$ cat src/rtl/core/spo2wr_pkg.sv
package spo2wr_pkg;

	// Sample and field widths.
	localparam int SAMPLE_BITS = 24;
	localparam int WIN_BITS    = 16;
	localparam int RATIO_BITS  = 16;
	localparam int LEVEL_BITS  = 15;

	// Datapath widths derived from the sample width.
	localparam int SUM_BITS   = SAMPLE_BITS + 1;
	localparam int MUL_BITS   = (SUM_BITS > RATIO_BITS) ? SUM_BITS : RATIO_BITS;
	localparam int PROD_BITS  = 2 * SAMPLE_BITS + 1;
	localparam int QUOT_BITS  = RATIO_BITS + 1;
	localparam int NUM_SHIFT  = 8;
	localparam int DIV_BITS   = PROD_BITS + QUOT_BITS - 1;
	localparam int STEP_BITS  = $clog2(QUOT_BITS);
	localparam int DROP_BITS  = 21;

	// SpO2 line in Q8.8: level = 110 - 25 * R, clamped to 0..100.
	localparam logic [DROP_BITS-1:0]  LEVEL_BASE = DROP_BITS'(28160);
	localparam logic [LEVEL_BITS-1:0] LEVEL_MAX  = LEVEL_BITS'(25600);
	localparam logic [MUL_BITS-1:0]   SLOPE      = MUL_BITS'(25);
	localparam logic [RATIO_BITS-1:0] RATIO_SAT  = {RATIO_BITS{1'b1}};
	localparam logic [WIN_BITS-1:0]   WINDOW_RESET = WIN_BITS'(100);

	typedef struct packed {
		logic [SAMPLE_BITS-1:0] red_sample;
		logic [SAMPLE_BITS-1:0] ir_sample;
	} in_item_t;

	typedef struct packed {
		logic [LEVEL_BITS-1:0] spo2_level;
		logic [RATIO_BITS-1:0] ratio_of_ratios;
		logic                  estimate_valid;
	} out_item_t;

	// Window extremes handed from the tracker to the ratio unit.
	typedef struct packed {
		logic                   closes;
		logic [SAMPLE_BITS-1:0] red_high;
		logic [SAMPLE_BITS-1:0] red_low;
		logic [SAMPLE_BITS-1:0] ir_high;
		logic [SAMPLE_BITS-1:0] ir_low;
	} window_t;

endpackage

$ cat src/rtl/core/spo2_window_ratio_estimator_core.sv
// SpO2 window ratio estimator. Each accepted item is one pair of filtered red
// and infrared samples. The block tracks each channel's minimum and maximum
// over a window of window_length pairs (a length of zero acts as one) and
// emits exactly one result item when the window closes, none otherwise. The
// result carries R = red_ac*(ir_max+ir_min)/((red_max+red_min)*ir_ac) in
// unsigned Q8.8, truncated and saturated at 65535, and SpO2 = 110 - 25*R in
// Q8.8 clamped to 0..100. If the window is flat on the infrared channel or a
// DC sum is zero, estimate_valid is low and the previous level and ratio are
// repeated. A pair that does not close a window does not occupy the ratio
// unit. A pair that closes one keeps the ratio unit busy, and no further
// pair is taken, while it passes through operand setup, two products on
// the shared multiplier, 17 restoring division steps on the shared
// compare-subtract stage, slope scaling, clamping and handoff. A window
// that yields no estimate skips the second product, the division, slope
// scaling and clamping and goes straight to the handoff. The handoff
// lasts longer while the output register still holds an item that has not
// been taken. While the unit is busy no item is taken; a finished result sits
// in the output register so the next window's pairs can flow in while it
// waits to be taken. Writing window_length is allowed only while the block is
// idle and does not restart the current window.
module spo2_window_ratio_estimator_core (
	input  logic                             clk,
	input  logic                             arst_n,
	input  logic                             in_valid,
	output logic                             in_ready,
	input  spo2wr_pkg::in_item_t             in_data,
	output logic                             out_valid,
	input  logic                             out_ready,
	output spo2wr_pkg::out_item_t            out_data,
	input  logic                             cfg_we,
	input  logic [spo2wr_pkg::WIN_BITS-1:0]  cfg_data
);

	logic [spo2wr_pkg::WIN_BITS-1:0] window_length_q;
	logic                            in_fire;
	logic                            busy;
	logic                            res_valid;
	logic                            res_take;
	logic                            out_valid_q;
	spo2wr_pkg::out_item_t           out_data_q;
	spo2wr_pkg::out_item_t           res;
	spo2wr_pkg::window_t             win;

	// Items are taken only while the ratio unit is free.
	assign in_ready = !busy;
	assign in_fire  = in_valid && in_ready;

	// A result moves into the output register when that register is empty or
	// is being emptied in this same cycle.
	assign res_take  = res_valid && (!out_valid_q || out_ready);
	assign out_valid = out_valid_q;
	assign out_data  = out_data_q;

	// The window length register; a write takes effect at once.
	always_ff @(posedge clk or negedge arst_n) begin
		if (!arst_n) begin
			window_length_q <= spo2wr_pkg::WINDOW_RESET;
		end else if (cfg_we) begin
			window_length_q <= cfg_data;
		end
	end

	// Output register that decouples the result from the downstream stall.
	always_ff @(posedge clk or negedge arst_n) begin
		if (!arst_n) begin
			out_valid_q <= 1'b0;
			out_data_q  <= '0;
		end else if (res_take) begin
			out_valid_q <= 1'b1;
			out_data_q  <= res;
		end else if (out_ready) begin
			out_valid_q <= 1'b0;
		end
	end

	spo2wr_tracker u_tracker (
		.clk           (clk),
		.arst_n        (arst_n),
		.fire          (in_fire),
		.item          (in_data),
		.window_length (window_length_q),
		.win           (win)
	);

	spo2wr_ratio_unit u_ratio (
		.clk       (clk),
		.arst_n    (arst_n),
		.start     (in_fire && win.closes),
		.win       (win),
		.take      (res_take),
		.busy      (busy),
		.res_valid (res_valid),
		.res       (res)
	);

endmodule

$ cat src/rtl/core/spo2wr_tracker.sv
// Tracks per-channel minimum and maximum and counts pairs within the window.
module spo2wr_tracker (
	input  logic                                clk,
	input  logic                                arst_n,
	input  logic                                fire,
	input  spo2wr_pkg::in_item_t                item,
	input  logic [spo2wr_pkg::WIN_BITS-1:0]     window_length,
	output spo2wr_pkg::window_t                 win
);

	localparam int SB = spo2wr_pkg::SAMPLE_BITS;
	localparam int WB = spo2wr_pkg::WIN_BITS;

	logic [SB-1:0] red_low_q, red_high_q, ir_low_q, ir_high_q;
	logic [WB-1:0] count_q;
	logic [WB-1:0] count_next;

	always_comb begin
		count_next       = count_q + WB'(1);
		win.red_low      = (item.red_sample < red_low_q)  ? item.red_sample : red_low_q;
		win.red_high     = (item.red_sample > red_high_q) ? item.red_sample : red_high_q;
		win.ir_low       = (item.ir_sample < ir_low_q)    ? item.ir_sample  : ir_low_q;
		win.ir_high      = (item.ir_sample > ir_high_q)   ? item.ir_sample  : ir_high_q;
		// The window also closes when the pair count wraps to zero.
		win.closes       = (count_next == '0) || (count_next >= window_length);
	end

	always_ff @(posedge clk or negedge arst_n) begin
		if (!arst_n) begin
			red_low_q  <= '1;
			red_high_q <= '0;
			ir_low_q   <= '1;
			ir_high_q  <= '0;
			count_q    <= '0;
		end else if (fire) begin
			if (win.closes) begin
				red_low_q  <= '1;
				red_high_q <= '0;
				ir_low_q   <= '1;
				ir_high_q  <= '0;
				count_q    <= '0;
			end else begin
				red_low_q  <= win.red_low;
				red_high_q <= win.red_high;
				ir_low_q   <= win.ir_low;
				ir_high_q  <= win.ir_high;
				count_q    <= count_next;
			end
		end
	end

endmodule

$ cat src/rtl/core/spo2wr_ratio_unit.sv
// Sequencer around one shared multiplier and one compare-subtract stage that
// turns a closed window into the ratio of ratios and the SpO2 level.
module spo2wr_ratio_unit (
	input  logic                  clk,
	input  logic                  arst_n,
	input  logic                  start,
	input  spo2wr_pkg::window_t   win,
	input  logic                  take,
	output logic                  busy,
	output logic                  res_valid,
	output spo2wr_pkg::out_item_t res
);

	localparam int SB = spo2wr_pkg::SAMPLE_BITS;
	localparam int SW = spo2wr_pkg::SUM_BITS;
	localparam int MW = spo2wr_pkg::MUL_BITS;
	localparam int DW = spo2wr_pkg::DIV_BITS;
	localparam int QW = spo2wr_pkg::QUOT_BITS;
	localparam int RW = spo2wr_pkg::RATIO_BITS;
	localparam int LW = spo2wr_pkg::LEVEL_BITS;
	localparam int TW = spo2wr_pkg::STEP_BITS;
	localparam int XW = spo2wr_pkg::DROP_BITS;

	typedef enum logic [2:0] {
		ST_IDLE,
		ST_PREP,
		ST_MUL_NUM,
		ST_MUL_DEN,
		ST_DIVIDE,
		ST_SCALE,
		ST_CLAMP,
		ST_DONE
	} state_t;

	state_t state_q;

	logic [SB-1:0]   red_high_q, red_low_q, ir_high_q, ir_low_q;
	logic [SB-1:0]   red_ac_q, ir_ac_q;
	logic [SW-1:0]   red_sum_q, ir_sum_q;
	logic [DW-1:0]   rem_q, den_q;
	logic [QW-1:0]   quot_q;
	logic [TW-1:0]   step_q;
	logic [XW-1:0]   drop_q;
	logic [RW-1:0]   last_ratio_q;
	logic [LW-1:0]   last_level_q;
	logic            last_valid_q;

	logic [MW-1:0]   mul_a, mul_b;
	logic [2*MW-1:0] prod;
	logic            ge;
	logic [RW-1:0]   ratio_sat;
	logic [XW-1:0]   diff;

	// Shared multiplier: numerator, denominator, then the slope scaling.
	always_comb begin
		ratio_sat = quot_q[QW-1] ? spo2wr_pkg::RATIO_SAT : quot_q[RW-1:0];
		case (state_q)
			ST_MUL_NUM: begin
				mul_a = MW'(red_ac_q);
				mul_b = MW'(ir_sum_q);
			end
			ST_MUL_DEN: begin
				mul_a = MW'(red_sum_q);
				mul_b = MW'(ir_ac_q);
			end
			ST_SCALE: begin
				mul_a = MW'(ratio_sat);
				mul_b = spo2wr_pkg::SLOPE;
			end
			default: begin
				mul_a = '0;
				mul_b = '0;
			end
		endcase
		prod      = {{MW{1'b0}}, mul_a} * {{MW{1'b0}}, mul_b};
		ge        = (rem_q >= den_q);
		diff      = spo2wr_pkg::LEVEL_BASE - drop_q;
	end

	assign busy      = (state_q != ST_IDLE);
	assign res_valid = (state_q == ST_DONE);
	assign res.spo2_level      = last_level_q;
	assign res.ratio_of_ratios = last_ratio_q;
	assign res.estimate_valid  = last_valid_q;

	always_ff @(posedge clk or negedge arst_n) begin
		if (!arst_n) begin
			state_q      <= ST_IDLE;
			red_high_q   <= '0;
			red_low_q    <= '0;
			ir_high_q    <= '0;
			ir_low_q     <= '0;
			red_ac_q     <= '0;
			ir_ac_q      <= '0;
			red_sum_q    <= '0;
			ir_sum_q     <= '0;
			rem_q        <= '0;
			den_q        <= '0;
			quot_q       <= '0;
			step_q       <= '0;
			drop_q       <= '0;
			last_ratio_q <= '0;
			last_level_q <= '0;
			last_valid_q <= 1'b0;
		end else begin
			case (state_q)
				ST_IDLE: begin
					if (start) begin
						red_high_q <= win.red_high;
						red_low_q  <= win.red_low;
						ir_high_q  <= win.ir_high;
						ir_low_q   <= win.ir_low;
						state_q    <= ST_PREP;
					end
				end
				ST_PREP: begin
					red_ac_q  <= red_high_q - red_low_q;
					ir_ac_q   <= ir_high_q - ir_low_q;
					red_sum_q <= SW'(red_high_q) + SW'(red_low_q);
					ir_sum_q  <= SW'(ir_high_q) + SW'(ir_low_q);
					state_q   <= ST_MUL_NUM;
				end
				ST_MUL_NUM: begin
					// A flat infrared channel or a zero DC sum gives no estimate.
					if (ir_ac_q == '0 || ir_sum_q == '0 || red_sum_q == '0) begin
						last_valid_q <= 1'b0;
						state_q      <= ST_DONE;
					end else begin
						rem_q   <= DW'(prod) << spo2wr_pkg::NUM_SHIFT;
						state_q <= ST_MUL_DEN;
					end
				end
				ST_MUL_DEN: begin
					den_q   <= DW'(prod) << (QW - 1);
					quot_q  <= '0;
					step_q  <= TW'(QW - 1);
					state_q <= ST_DIVIDE;
				end
				ST_DIVIDE: begin
					if (ge) begin
						rem_q <= rem_q - den_q;
					end
					quot_q <= {quot_q[QW-2:0], ge};
					den_q  <= den_q >> 1;
					step_q <= step_q - TW'(1);
					if (step_q == '0) begin
						state_q <= ST_SCALE;
					end
				end
				ST_SCALE: begin
					drop_q  <= XW'(prod);
					state_q <= ST_CLAMP;
				end
				ST_CLAMP: begin
					if (drop_q >= spo2wr_pkg::LEVEL_BASE) begin
						last_level_q <= '0;
					end else if (diff[LW-1:0] > spo2wr_pkg::LEVEL_MAX) begin
						last_level_q <= spo2wr_pkg::LEVEL_MAX;
					end else begin
						last_level_q <= diff[LW-1:0];
					end
					last_ratio_q <= ratio_sat;
					last_valid_q <= 1'b1;
					state_q      <= ST_DONE;
				end
				ST_DONE: begin
					if (take) begin
						state_q <= ST_IDLE;
					end
				end
				default: begin
					state_q <= ST_IDLE;
				end
			endcase
		end
	end

endmodule
$ cat config.mk
export PLATFORM = sky130hd
export DESIGN_NAME = spo2_window_ratio_estimator_core
export DESIGN_NICKNAME = d
export VERILOG_FILES = /design/src/rtl/core/spo2wr_pkg.sv /design/src/rtl/core/spo2_window_ratio_estimator_core.sv /design/src/rtl/core/spo2wr_tracker.sv /design/src/rtl/core/spo2wr_ratio_unit.sv
export SDC_FILE = /design/constraint.sdc
export NUM_CORES = 2
export LEC_CHECK = 0
export BUFFER_PORTS_ARGS = -buffer_cell sky130_fd_sc_hd__buf_2
export CORE_ASPECT_RATIO = 0.6
export CORE_MARGIN = 2
export CORE_UTILIZATION = 65
export DETAILED_ROUTE_END_ITERATION = 6
export PLACE_DENSITY_LB_ADDON = 0.3
export SLEW_MARGIN = 0
export SYNTH_ARGS = -nofsm -noshare
export SYNTH_HDL_FRONTEND = slang
export SYNTH_SLANG_ARGS = --single-unit
$ cat constraint.sdc
create_clock -name clk -period 27.2 [get_ports clk]
set_input_delay 1.36 -clock clk [delete_from_list [all_inputs] [get_ports clk]]
set_output_delay 1.36 -clock clk [all_outputs]
set_load 0.01 [all_outputs]
### Word-level counts from Yosys, hierarchy flattened

Cells that the tools add are included.

* logic and storage cells: 110
* register bits: 563
* bits of input ports: 69

* eq/ne operators: 13
* reductions and logical operators: 24
* $add $sub $neg: 8
* muxes and demuxes: 29
* multiply operators: 1
* $lt $le $gt $ge: 8

Operator list (number)
* case mux 65 bit (2 select lines): 2
* 2-to-1 mux 24 bit: 8
* case mux 25 bit (3 select lines): 2
* 2-to-1 mux 65 bit: 2
* >= comparator 65 bit: 1
* subtractor 65 bit: 1
* adder 24 x 24 -> 25 bit: 2
* logical NOT 25 bit: 2
* multiplier 25 x 25 -> 50 bit: 1
* greater-than comparator 24 bit: 2
* < comparator 24 bit: 2
* subtractor 24 bit: 2
* case mux 17 bit (2 select lines): 1
* 2-to-1 mux 16 bit: 2
* 2-to-1 mux 15 bit: 2
* logical NOT 24 bit: 1
* case mux 3 bit (8 select lines): 1
* >= comparator 21 x 15 -> 1 bit (second input constant): 1
* adder 16 x 1 -> 16 bit (second input constant): 1
* >= comparator 16 bit: 1
* logical NOT 16 bit: 1
* greater-than comparator 15 bit (second input constant): 1
* subtractor 15 bit (first input constant): 1
* == test 3 bit (second input constant): 4
* other kinds (18): 39

### Logic depth before layout (Yosys ltp)

* word-level depth: 6
* gate-level depth with buffers: 36

### Modules after synthesis

A second synthesis with hierarchy kept.

* cell total of the unflattened synthesis: 6390
* area total of the unflattened synthesis: 55630.9 sq um

By module, submodules not included
* spo2wr_ratio_unit: times used 1, area each 45373.5 sq um, seq. area each 10009.6 sq um, cells each 5341
* spo2wr_tracker: times used 1, area each 8280.4 sq um, seq. area each 2862.7 sq um, cells each 940
* spo2_window_ratio_estimator_core: times used 1, area each 1976.9 sq um, seq. area each 1229.9 sq um, cells each 109

### Worst setup path before layout

No wires, ideal clock.

* path type: register to register
* start point: register u_ratio.state_q[0]
* end point: register u_ratio.rem_q[52]
* arrival time: 8.464 ns
* setup time: 0.083 ns
* stages on the path, launching flop included: 33
* path slack: 18.654 ns
* clock period less this slack: 8.546 ns
* cells stage by stage: dfrtp_1 > inv_1 > ha_1 > nor2b_1 > clkbuf_1 > clkbuf_1 > clkbuf_1 > a221oi_1 > nor2_1 > fa_1 > fa_1 > inv_1 > fa_1 > fa_1 > fa_1 > inv_1 > fa_1 > inv_1 > fa_1 > inv_1 > ha_1 > a211o_1 > a21oi_1 > nand4bb_1 > a2bb2oi_1 > o21ai_0 > nor2_1 > nor4bb_1 > o31ai_1 > a21oi_1 > xor2_1 > mux2_2 > o21ai_0

* cells in the longest elaborated chain, start to end: 5

RTL lines
* start, declared: RTL line spo2wr_ratio_unit.sv:35 `state_t state_q;`
* start signal, assigned: RTL line spo2wr_ratio_unit.sv:88 `state_q <= ST_IDLE;`
* start signal, assigned: RTL line spo2wr_ratio_unit.sv:113 `state_q <= ST_PREP;`
* start signal, assigned: RTL line spo2wr_ratio_unit.sv:121 `state_q <= ST_MUL_NUM;`
* == test 3 bit (tied with other cells): RTL line spo2wr_ratio_unit.sv:57 `case (state_q)`
* case mux 25 bit (3 select lines): RTL line spo2wr_ratio_unit.sv:57
* multiplier 25 x 25 -> 50 bit: RTL line spo2wr_ratio_unit.sv:75 `prod = {{MW{1'b0}}, mul_a} * {{MW{1'b0}}, mul_b};`
* 2-to-1 mux 65 bit: RTL line spo2wr_ratio_unit.sv:125 `if (ir_ac_q == '0 || ir_sum_q == '0 || red_sum_q == '0) begin`
* case mux 65 bit (2 select lines): RTL line spo2wr_ratio_unit.sv:106 `case (state_q)`
* end signal, assigned: RTL line spo2wr_ratio_unit.sv:129 `rem_q <= DW'(prod) << spo2wr_pkg::NUM_SHIFT;`
* end signal, assigned: RTL line spo2wr_ratio_unit.sv:141 `rem_q <= rem_q - den_q;`
* end, declared: RTL line spo2wr_ratio_unit.sv:40 `logic [DW-1:0] rem_q, den_q;`

Several ways; a longest one is shown, not always the timed one. The select of a mux whose other input is x is not followed.
A chain may end at the register's enable or synchronous reset.

### Worst setup path in the final report

Same ends and word-level chain as after synthesis.

==> results.md <==
- Outcome: finished with violations
- Failing checks: design-rule violations
- Die width: 377 µm
- Slew of the pin with the lowest slew margin: 1.30 ns
- Slowest CP cell: nor4bb_1
- Worst vdd ir: 0.0805 mV
- Critical path class: reg -> reg
- Number of vias in the routed layout: 45.4k
- Total GRT Usage: 0.393
- Max Root-Sink Buffers: 3
- Root buffer cell: clkbuf_16
- CTS tree: built
- Placer Congestion: 1.03
- Crit path DAT: 11.56 ns
- Critical Path End Type: register
- Final critical-path required period: 11.02 ns
- Largest net degree at the start of global routing: 120
- Critical path depth: 32
- Ys Warns: 0
- Number of DRC markers in iteration 0: 5211
- Cts repair resizes: 0
- RSZ-0062 raised after global routing: false
- Most common cell after layout, fill and taps aside: inv_1
- Max Cap Viol: 0
- Initial Utilization: 0.661
- # Post-CTS Setup Buffers: 0
- Post-Syn Nets: 7212
- Top Ports: roughly 100
- Worst relative slew slack: 0.128
- Row count: between 80 and 90
- Clk_skew: 0.0472 ns
- Vias in the first global route: 42.9k
- Synth-to-Final Area Change: 6.13%
- #FFs+latches synth: 561
- Worst Hold Class: reg -> reg
- R2r setup slk: 16.18 ns
- Yosys cell types: 100
- Final hold violations: 0
- Critical Path Fanout Max: 47
- HPWL Detailed: approximately 130 mm
- WL/cell: about 23 µm
- # clock sinks: 561
- Final WL: 167 mm
- DR DRC count: 4
- Tcrit/Tclk final: 0.405
- Layout cells sized above 1: 0.0717
- FF-to-FF path depth: 32
- P_leak: 28.3 nW
- Congestion Overflow GR: 0
- Worst Setup SP: u_ratio.state_q[0]$_DFFE_PN0P_
- Fin. max-slew vios: 0
- Min-delay src: u_ratio.step_q[4]$_DFFE_PN0P_
- Syn Inst Count: 6150
- Buffers on Ports: 102
- TritonRoute pass-1 iters: 7
- Worst r2r src: u_ratio.state_q[0]$_DFFE_PN0P_
- Number of buffers created by CTS: between 50 and 60
- Area of the multi-input gates: 0.0357 mm²
- Pwr/cell area: 102 mW/mm²
- Setup-failing EPs final: 0
- Chip height: 228 µm
- Fin nets: 7140
- Register Area: 0.0141 mm²
- Fillers: 6364
- Vias per cell: approximately 6.3
- Asr flop ratio synth: 1.00
- Syn avg cell area: 8.81 µm²
- Fmax: 0.0907 GHz
- Most used flip-flop cell after synthesis: dfrtp_1
- Register area share after synthesis: 0.260
- Post-DRT Antenna Nets: 0
- Synth Cell Area: 0.0542 mm²
- Critical path's top delay family: adder cells
- Crit path launch type: register
- Setup tns final: 0 ns
- Cts hold-fix bufs: 0
- Most frequent CP cell: fa_1
- Critical Path Sink: u_ratio.rem_q[52]$_DFFE_PN0P_
- CTS clk-pin slew, worst paths: 0.07 ns
- First-pass GRT wire length: 257 mm
- Worst endpoint required time: 27.74 ns
- Clk Latency, worst-skew pair: between 0.6 and 0.7 ns
- Post-Layout Cell Count: 7202
- Most frequent cells in the layout: inv_1, nand2_1, nor2_1
- EDFF count, synth: 0
- Worst flop-to-flop path endpoint: u_ratio.rem_q[52]$_DFFE_PN0P_
- H-Tree Depth: 2
- Initial antenna violation count: 3
- Core box area: about 0.082 mm²
- Critical path's largest stage delay: between 0.9 and 1 ns
- Dpl cells: 7101
- Buffers & Inverters on Critical Path: 8
- Die area: 0.0858 mm²
layer usage:
metal / vias up / global-route usage / part of all wire
met4: 4 / 0.106 / 0.031
met5: - / 0 / 0.00019
li1: 20095 / - / -
met2: 2596 / 0.511 / 0.38
met1: 22374 / 0.595 / 0.44
met3: 281 / 0.161 / 0.15
worst min-delay path by stage:
stage	to	slack (ns)	depth (start not counted)
floorplan	u_ratio.step_q[4]$_DFFE_PN0P_	0.44	1
global placement	u_ratio.drop_q[20]$_DFFE_PN0N_	0.46	2
detailed placement	u_ratio.drop_q[20]$_DFFE_PN0N_	0.46	2
CTS	u_ratio.step_q[4]$_DFFE_PN0P_	0.47	1
global route	u_ratio.rem_q[46]$_DFFE_PN0P_	0.49	2
finish	u_ratio.step_q[4]$_DFFE_PN0P_	0.47	1
cell type report:
class / instances / area share
Tap cell: 1079 / 0.0235
Antenna cell: 2 / 0.0000870
Clock inverter: 14 / 0.00339
Timing Repair Buffer: 202 / 0.0223
Inverter: 855 / 0.0558
Clock buffer: 85 / 0.0288
Multi-Input combinational cell: 4404 / 0.621
Sequential cell: 561 / 0.245
through the flow:
stage	hold slack [ns]	util	instance area [µm²]	power, W	setup WS (ns)
6_report	0.474	0.701	57500	0.00585	16.18
3_3_place_gp	0.458	0.679	55700	0.00482	16.82
5_1_grt	0.488	0.701	57500	0.00622	15.76
3_5_place_dp	0.457	0.679	55700	0.00491	16.57
2_1_floorplan	0.437	-	54200	0.00385	18.65
4_1_cts	0.470	0.701	57500	0.00573	16.52
synthesized netlist by cell type (38+ instances only):
| master | count | area [µm²] |
|---|---|---|
| inv_1 | 853 | 3200 |
| nand2_1 | 712 | 2670 |
| nor2_1 | 658 | 2470 |
| fa_1 | 531 | 10600 |
| dfrtp_1 | 510 | 12800 |
| ha_1 | 462 | 5780 |
| a21oi_1 | 399 | 2000 |
| o21ai_0 | 322 | 1610 |
| clkbuf_1 | 271 | 1020 |
| xnor2_1 | 147 | 1290 |
| a22o_1 | 108 | 946 |
| mux2i_1 | 96 | 961 |
| a21o_1 | 74 | 556 |
| xor2_1 | 61 | 534 |
| nand3_1 | 57 | 285 |
| nand4_1 | 54 | 338 |
| nand2b_1 | 53 | 332 |
| a22oi_1 | 52 | 390 |
| dfstp_2 | 51 | 1340 |
| nor2b_1 | 51 | 319 |
| o22a_1 | 48 | 420 |
| nor3_1 | 47 | 235 |
| mux2_2 | 38 | 428 |
where the power goes:
part | switching [W] | total, W | leakage (nW) | internal (W)
logic | 0.00233 | 0.00366 | 20.0 | 0.00134
registers | 0.000264 | 0.00140 | 7.37 | 0.00114
clock network | 0.000353 | 0.000793 | 0.909 | 0.000440
cell families after synthesis:
family | after synthesis | share of synthesized area
and+or+nand+nor | 1745 | 0.137
adders and majority gates | 993 | 0.303
DFF | 561 | 0.260
xor gates and xnor gates | 208 | 0.0336
buffers and inverters | 1185 | 0.0836
AOI/OAI and AO/OA | 1324 | 0.157
muxes | 134 | 0.0256
worst register-to-register path: cells and delay by family, from the launching register on:
family | cells | cell delay, ns
fa+ha+maj | 9 | 4.18
buf+inv | 8 | 1.40
simple gates | 5 | 1.57
compound gates | 8 | 2.99
flops | 1 | 0.40
xor+xnor | 1 | 0.12
mux | 1 | 0.27
No activity file was read; power rests on OpenSTA's default activity.
